[src/design/assert_macros.svh]
// Assertion macros used by the converter top level.
`ifndef ASSERT_MACROS_SVH
`define ASSERT_MACROS_SVH
`ifndef ASSERT_OFF
`define ASSERT_ALWAYS(label, clk, rst_n, expr) \
    label: assert property (@(posedge clk) disable iff (!rst_n) (expr)) \
        else $error("assertion failed: expression does not hold");
`define ASSERT_NEXT(label, clk, rst_n, ante, cons) \
    label: assert property (@(posedge clk) disable iff (!rst_n) (ante) |=> (cons)) \
        else $error("assertion failed: consequent missing on next cycle");
`else
`define ASSERT_ALWAYS(label, clk, rst_n, expr)
`define ASSERT_NEXT(label, clk, rst_n, ante, cons)
`endif
`endif

[src/design/bta_pkg.sv]
// Shared constants and types of the binary to decimal ASCII converter.
package bta_pkg;

    localparam int VALUE_W    = 32;
    localparam int DIGIT_W    = 4;
    localparam int BCD_DIGITS = 10;
    localparam int BCD_W      = DIGIT_W * BCD_DIGITS;
    localparam int CHAR_W     = 6;
    localparam int COUNT_W    = 4;
    localparam int BITCNT_W   = $clog2(VALUE_W);

    localparam logic [CHAR_W-1:0]  ASCII_ZERO = 6'd48;
    localparam logic [DIGIT_W-1:0] ADJ_LIMIT  = 4'd5;
    localparam logic [DIGIT_W-1:0] ADJ_ADD    = 4'd3;
    localparam logic [DIGIT_W-1:0] DIGIT_MAX  = 4'd9;

    typedef enum logic [1:0] {
        ST_IDLE,
        ST_CONVERT,
        ST_TRIM,
        ST_EMIT
    } state_t;

endpackage

[src/design/bta_dabble_step.sv]
// One double dabble step: add-3 adjust of every BCD digit, then shift in one bit.
module bta_dabble_step (
    input  logic [bta_pkg::BCD_W-1:0] bcd,
    input  logic                      bit_in,
    output logic [bta_pkg::BCD_W-1:0] bcd_next
);

    logic [bta_pkg::BCD_W-1:0] adjusted;

    always_comb
    begin
        for (int i = 0; i < bta_pkg::BCD_DIGITS; i++)
        begin
            if (bcd[i*bta_pkg::DIGIT_W +: bta_pkg::DIGIT_W] >= bta_pkg::ADJ_LIMIT)
            begin
                adjusted[i*bta_pkg::DIGIT_W +: bta_pkg::DIGIT_W] =
                    bcd[i*bta_pkg::DIGIT_W +: bta_pkg::DIGIT_W] + bta_pkg::ADJ_ADD;
            end
            else
            begin
                adjusted[i*bta_pkg::DIGIT_W +: bta_pkg::DIGIT_W] =
                    bcd[i*bta_pkg::DIGIT_W +: bta_pkg::DIGIT_W];
            end
        end
        bcd_next = {adjusted[bta_pkg::BCD_W-2:0], bit_in};
    end

endmodule

[src/design/binary_to_decimal_ascii_top.sv]
// Binary to decimal ASCII converter: sequencer around a shared double dabble step.
// Operation: a 32-step bit-serial double dabble conversion, then leading zero
// digits are stripped (at least one is kept), then one digit per output transfer.
// A new value is taken only in idle, once the last digit of the previous one is
// sent; the 32-step conversion loop through the single adjust/shift unit dominates.
// Reset (rst_n low, asynchronous) returns the sequencer to idle; no data is kept.
`include "assert_macros.svh"
module binary_to_decimal_ascii_top (
    input  logic                          clk,
    input  logic                          rst_n,
    input  logic                          in_valid,
    output logic                          in_ready,
    input  logic [bta_pkg::VALUE_W-1:0]   value,
    output logic                          out_valid,
    input  logic                          out_ready,
    output logic [bta_pkg::CHAR_W-1:0]    ascii_char,
    output logic [bta_pkg::COUNT_W-1:0]   digit_count,
    output logic                          last_digit
);

    localparam logic [bta_pkg::BITCNT_W-1:0] BIT_LAST = bta_pkg::BITCNT_W'(bta_pkg::VALUE_W - 1);
    localparam logic [bta_pkg::COUNT_W-1:0]  FULL_DIGITS = bta_pkg::COUNT_W'(bta_pkg::BCD_DIGITS);
    localparam logic [bta_pkg::COUNT_W-1:0]  ONE_DIGIT = bta_pkg::COUNT_W'(1);

    bta_pkg::state_t                 state_reg, state_next;
    logic [bta_pkg::VALUE_W-1:0]     bin_reg, bin_next;
    logic [bta_pkg::BCD_W-1:0]       bcd_reg, bcd_next;
    logic [bta_pkg::BITCNT_W-1:0]    bitcnt_reg, bitcnt_next;
    logic [bta_pkg::COUNT_W-1:0]     ndig_reg, ndig_next;
    logic [bta_pkg::COUNT_W-1:0]     left_reg, left_next;
    logic [bta_pkg::BCD_W-1:0]       step_bcd;
    logic [bta_pkg::DIGIT_W-1:0]     top_digit;

    bta_dabble_step u_step (
        .bcd      (bcd_reg),
        .bit_in   (bin_reg[bta_pkg::VALUE_W-1]),
        .bcd_next (step_bcd)
    );

    assign top_digit = bcd_reg[bta_pkg::BCD_W-1 -: bta_pkg::DIGIT_W];

    always_ff @(posedge clk or negedge rst_n)
    begin
        if (!rst_n)
        begin
            state_reg  <= bta_pkg::ST_IDLE;
            bitcnt_reg <= '0;
            ndig_reg   <= '0;
            left_reg   <= '0;
        end
        else
        begin
            state_reg  <= state_next;
            bitcnt_reg <= bitcnt_next;
            ndig_reg   <= ndig_next;
            left_reg   <= left_next;
        end
    end

    always_ff @(posedge clk)
    begin
        bin_reg <= bin_next;
        bcd_reg <= bcd_next;
    end

    always_comb
    begin
        state_next  = state_reg;
        bin_next    = bin_reg;
        bcd_next    = bcd_reg;
        bitcnt_next = bitcnt_reg;
        ndig_next   = ndig_reg;
        left_next   = left_reg;
        in_ready    = 1'b0;
        out_valid   = 1'b0;

        unique case (state_reg)
            bta_pkg::ST_IDLE:
            begin
                in_ready = 1'b1;
                if (in_valid)
                begin
                    bin_next    = value;
                    bcd_next    = '0;
                    bitcnt_next = '0;
                    state_next  = bta_pkg::ST_CONVERT;
                end
            end
            bta_pkg::ST_CONVERT:
            begin
                bcd_next    = step_bcd;
                bin_next    = {bin_reg[bta_pkg::VALUE_W-2:0], 1'b0};
                bitcnt_next = bitcnt_reg + 1'b1;
                if (bitcnt_reg == BIT_LAST)
                begin
                    ndig_next  = FULL_DIGITS;
                    state_next = bta_pkg::ST_TRIM;
                end
            end
            bta_pkg::ST_TRIM:
            begin
                // drop leading zero digits, keep at least one
                if (top_digit == '0 && ndig_reg != ONE_DIGIT)
                begin
                    bcd_next  = {bcd_reg[bta_pkg::BCD_W-bta_pkg::DIGIT_W-1:0],
                                 {bta_pkg::DIGIT_W{1'b0}}};
                    ndig_next = ndig_reg - 1'b1;
                end
                else
                begin
                    left_next  = ndig_reg;
                    state_next = bta_pkg::ST_EMIT;
                end
            end
            bta_pkg::ST_EMIT:
            begin
                out_valid = 1'b1;
                if (out_ready)
                begin
                    bcd_next  = {bcd_reg[bta_pkg::BCD_W-bta_pkg::DIGIT_W-1:0],
                                 {bta_pkg::DIGIT_W{1'b0}}};
                    left_next = left_reg - 1'b1;
                    if (left_reg == ONE_DIGIT)
                    begin
                        state_next = bta_pkg::ST_IDLE;
                    end
                end
            end
            default:
            begin
                state_next = bta_pkg::ST_IDLE;
            end
        endcase
    end

    assign ascii_char  = bta_pkg::ASCII_ZERO | {2'b00, top_digit};
    assign digit_count = ndig_reg;
    assign last_digit  = (left_reg == ONE_DIGIT);

    `ASSERT_ALWAYS(a_digit_decimal, clk, rst_n, !out_valid || top_digit <= bta_pkg::DIGIT_MAX)
    `ASSERT_ALWAYS(a_count_range, clk, rst_n, !out_valid || (ndig_reg != '0 && ndig_reg <= FULL_DIGITS))
    `ASSERT_ALWAYS(a_no_overlap, clk, rst_n, !(in_ready && out_valid))
    `ASSERT_ALWAYS(a_left_bound, clk, rst_n, !out_valid || (left_reg != '0 && left_reg <= ndig_reg))
    `ASSERT_NEXT(a_last_to_idle, clk, rst_n, out_valid && out_ready && last_digit, in_ready)

endmodule
[config.mk]
export PLATFORM = sky130hd
export DESIGN_NAME = binary_to_decimal_ascii_top
export DESIGN_NICKNAME = d
export VERILOG_FILES = /design/src/design/bta_pkg.sv /design/src/design/bta_dabble_step.sv /design/src/design/binary_to_decimal_ascii_top.sv
export VERILOG_INCLUDE_DIRS = /design/src /design/src/design
export SDC_FILE = /design/constraint.sdc
export NUM_CORES = 1
export LEC_CHECK = 0
export BUFFER_PORTS_ARGS = -buffer_cell sky130_fd_sc_hd__clkbuf_2
export CAP_MARGIN = 10
export CORE_UTILIZATION = 30
export CTS_BUF_LIST = sky130_fd_sc_hd__clkbuf_4
export DETAILED_ROUTE_END_ITERATION = 10
export PLACE_DENSITY_LB_ADDON = 0.05
export SLEW_MARGIN = 5
export SYNTH_ARGS = -nofsm -noshare
export SYNTH_HDL_FRONTEND = slang
export SYNTH_SLANG_ARGS = --single-unit
[constraint.sdc]
create_clock -name clk -period 11.2 [get_ports clk]
set_input_delay 0.56 -clock clk [delete_from_list [all_inputs] [get_ports clk]]
set_output_delay 0.56 -clock clk [all_outputs]
set_load 0.005 [all_outputs]
==> flow_results.org <==
** Outcome
- The flow ran to the end, and the final reports show no timing, DRC or antenna violations.

** Final layout
- The register with the most flip-flops in the layout has 40 of them.
- Filler Cells Inserted :: 1666
- Final standard cell utilization of the core :: 34.6%
- Nets :: 545
- The area growth from synthesis to layout is 11.0%.
- The post-route netlist has 23.1% of its cells at a drive strength greater than 1.
- Finished Cell Area :: 5580 um^2

** Worst setup path
- The worst setup path is captured at a register.
- Top Family by Delay on Critical Path :: buffers and inverters
- Setup CP Type :: register to register
- The worst setup path is launched from a register.
- Required time at the endpoint of the critical path :: 11550 ps
- Total number of cells along the worst setup path :: 7
- Along the worst path, the maximum fanout reaches 44.
- Measured in cells, the most critical reg-to-reg path has a length of 7.
- Together, buffers and inverters on the worst path number 3.
- Longest individual stage delay on the worst path :: 680 ps
- CP arrival :: 3230 ps
- Traced cell by cell, the critical path runs through inv_1 -> ha_2 -> buf_4 -> clkinv_1 -> or3_1 -> o311ai_0 -> nor2_1.
- Critical Path Slowest Stage Cell :: sky130_fd_sc_hd__clkinv_1

** Yosys
- Yosys synthesis warning count :: 0
- Share of the synthesized netlist area taken by xor and xnor gates :: 3.31%
- Share of synthesized area occupied by flip-flops and latches :: 50.4%
- Of the total synthesized cell area, the portion taken by full adders, half adders and majority gates is 7.46%.
- After Yosys synthesis, and, or, nand and nor cells account for 11.1% of the synthesized area.
- Dominant combinational cell family by area after synthesis :: compound AO/OA/AOI/OAI gates
- Of all flip-flops after synthesis, the portion carrying an async set or reset was 17.2%.
- Post-synthesis mux area share :: 9.45%
- Synthesis inferred 87 register bits.
- Gate count after technology mapping :: 439
- Count of unique library cells instantiated by Yosys :: 52
- Area fraction in compound gates after synthesis :: 13.1%
- Mean instance size in the synthesized netlist :: 11.5 um^2
- Main flop type after synthesis :: sky130_fd_sc_hd__edfxtp_1
- In this run the cell area of the synthesized design comes to 5030 um^2.
- Count of flip-flops with a built-in enable after synthesis :: 72

** Global route
- First-pass GRT wire length :: 17900 um
- Number of antenna violations at the first check in global routing :: 1
- Total GRT Usage :: 13.1%
- After global routing the overflow that remains totals 0.
- The via count of the first global-routing pass was 3481.
- Entering global routing, the biggest net connects 45 pins.

** STA
- The max-slew violation count is 0.
- Tightest slew margin relative to the limit :: 41.7%
- Transition time at the pin with the least slew margin :: 872 ps
- Worst clock skew on the final layout :: 17.7 ps
- Final setup violating endpoints :: 0
- Setup repair after global routing left no endpoint under its margin.
- After layout, the worst path uses 25.7% of the clock period.
- For the finished layout, the period the worst path requires is 2880 ps.
- Peak clock frequency supported by timing :: 348 MHz
- Final setup TNS :: 0 ps
- The hold violation count in the final report came to 0.
- Once routing completed, OpenROAD measured the worst setup slack at 8320 ps.

** CTS
- Number of buffers between clock root and the deepest sink :: 2
- Clock latency on the worst-skew pair, taken at its later pin, is 460 ps.
- Counting the buffers created by CTS gives 9.
- The root buffer cell chosen for the clock tree is sky130_fd_sc_hd__clkbuf_4.
- The H-tree was split into 3 levels.
- TritonCTS built the clock tree.
- Clock sinks :: 87
- Clock-pin slew was measured on the worst setup and hold paths at 140 ps.

** Min path
- Worst min-delay path category :: input pin to register
- Along the worst hold path, the cell count comes to 2.

** Floorplanning
- Placeable core area :: 16100 um^2
- The die is 131 um tall.
- Total die area :: 17300 um^2
- Width of the chip :: 131 um
- Initial cell density of the core :: 31.2%
- The floorplan has 46 rows.
- IO Pins :: 49

** Placed design
- Cell area after placement :: 5460 um^2
- Timing analysis after detailed placement gives a worst setup slack of 8270 ps.
- Routability-driven placement congestion ratio :: 0.745
- Post-detailed-placement half-perimeter wirelength :: 6970 um
- Input and output buffers added on the ports amount to 46.

** Detailed routing
- For this block, the initial DRC count from the detailed router was 186.
- Routed wirelength normalized by instance count :: 15.1 um
- After detailed routing, the number of vias per cell comes to 4.77.
- The detail route stage leaves a number of antenna-violating nets equal to 0.
- Routed via count :: 3352
- The final layout contains routed wiring with a total length of 10600 um.
- Drc violations :: 0
- Number of detailed-routing iterations run before antenna repair :: 5

** Power
- Dividing total power by cell area gives a power density of 305 nW/um^2.
- Across the VDD grid, the largest voltage drop is 0.114 mV.
- Lkg Pwr :: 2.20 nW

** Flow run
- MaxCap Viol Count :: 0
## logic make-up after synthesis
kind of cell,Yosys count
AO/OA/AOI/OAI,96
XOR/XNOR,19
adder cells (fa/ha/maj),30
buffers and inverters,57
flip-flops,87
multiplexers,43
other,1
AND/OR/NAND/NOR,106
## cell type report
class	instances	area, um^2	share of cell area [%]
flip-flops and latches	87	2540	45.5
inverters	33	124	2.22
multi-input cells	296	2260	40.5
clock buffers	9	67.6	1.21
diodes	2	5.00	0.0897
well taps	216	270	4.84
repair buffers	52	278	4.98
clock inverters	7	40.0	0.717
## final timing paths
| check | start | end | slack [ps] |
|---|---|---|---|
| max | state_reg[1] | digit_count[0] | 8320 |
| min | value[3] | bin_reg[3] | 390 |
| max reg2reg | state_reg[1] | digit_count[0] | 8320 |
| min reg2reg | bin_reg[31] | bcd_reg[0] | 510 |
| max in group asynchronous | rst_n | state_reg[1] | 10350 |
| min in group asynchronous | rst_n | bitcnt_reg[3] | 550 |
## synthesized netlist by cell type, types with 9 or more instances
| cell type | instances | area [um^2] |
|---|---|---|
| sky130_fd_sc_hd__edfxtp_1 | 72 | 2160 |
| sky130_fd_sc_hd__mux2_2 | 36 | 405 |
| sky130_fd_sc_hd__inv_1 | 32 | 120 |
| sky130_fd_sc_hd__ha_1 | 30 | 375 |
| sky130_fd_sc_hd__nor2_1 | 29 | 109 |
| sky130_fd_sc_hd__o21ai_0 | 29 | 145 |
| sky130_fd_sc_hd__nand2_1 | 23 | 86.3 |
| sky130_fd_sc_hd__a21oi_1 | 18 | 90.1 |
| sky130_fd_sc_hd__dfrtp_1 | 15 | 375 |
| sky130_fd_sc_hd__xnor2_1 | 15 | 131 |
| sky130_fd_sc_hd__nand2b_1 | 12 | 75.1 |
| sky130_fd_sc_hd__nor3b_1 | 12 | 90.1 |
| sky130_fd_sc_hd__clkbuf_1 | 11 | 41.3 |
| sky130_fd_sc_hd__a2bb2oi_1 | 9 | 78.8 |
## metal layers
metal  vias up  routed length (um)  track usage (%)
met2        52                4980             21.2
met3         8                 374             3.32
met5         -                   0                0
li1       1675                   -                -
met1      1617                5090             17.0
met4         0                 127             4.46
## layout by cell type, fill, tap and decap left out, drive strengths merged, types with 6 or more instances in the layout
cell     instances
nor3b           13
ha              30
clkbuf          55
nor2            29
o21ai           29
nand2           23
inv             32
a2bb2oi          9
dfrtp           15
mux2            36
xnor2           15
a22o             7
mux2i            7
clkinv           6
edfxtp          72
nand2b          12
a21oi           18
## worst reg2reg max path: stages, from the launching register on
cell,delay [ps]
sky130_fd_sc_hd__dfrtp_1,440
sky130_fd_sc_hd__inv_1,90
sky130_fd_sc_hd__ha_2,270
sky130_fd_sc_hd__buf_4,490
sky130_fd_sc_hd__clkinv_1,710
sky130_fd_sc_hd__or3_1,570
sky130_fd_sc_hd__o311ai_0,130
sky130_fd_sc_hd__nor2_1,70
## through the flow
step / total power, mW / hold WS (ps) / cells
detailed placement: 1.57 / 500 / 683
CTS: 1.73 / 334 / 700
floorplan: 1.34 / 264 / 440
global placement: 1.56 / 486 / 683
finish: 1.70 / 389 / 702
global route: 1.86 / 331 / 702
## repair_timing
item / 4_1_cts / 5_1_grt
gates resized for setup: 0 / 0
setup endpoints to repair: 0 / 0
endpoints found under the hold margin: 15 / 0
buffers inserted: 0 / 0
hold buffers: 1 / 0
## report_power, final
group          switching, mW  leakage [nW]  internal [mW]  total [mW]
logic                  0.474          1.22          0.360       0.834
clock network          0.115        0.0613         0.0436       0.159
registers              0.115         0.910          0.592       0.707
total                  0.704          2.20          0.996        1.70
No activity file was read; power rests on OpenSTA's default activity.
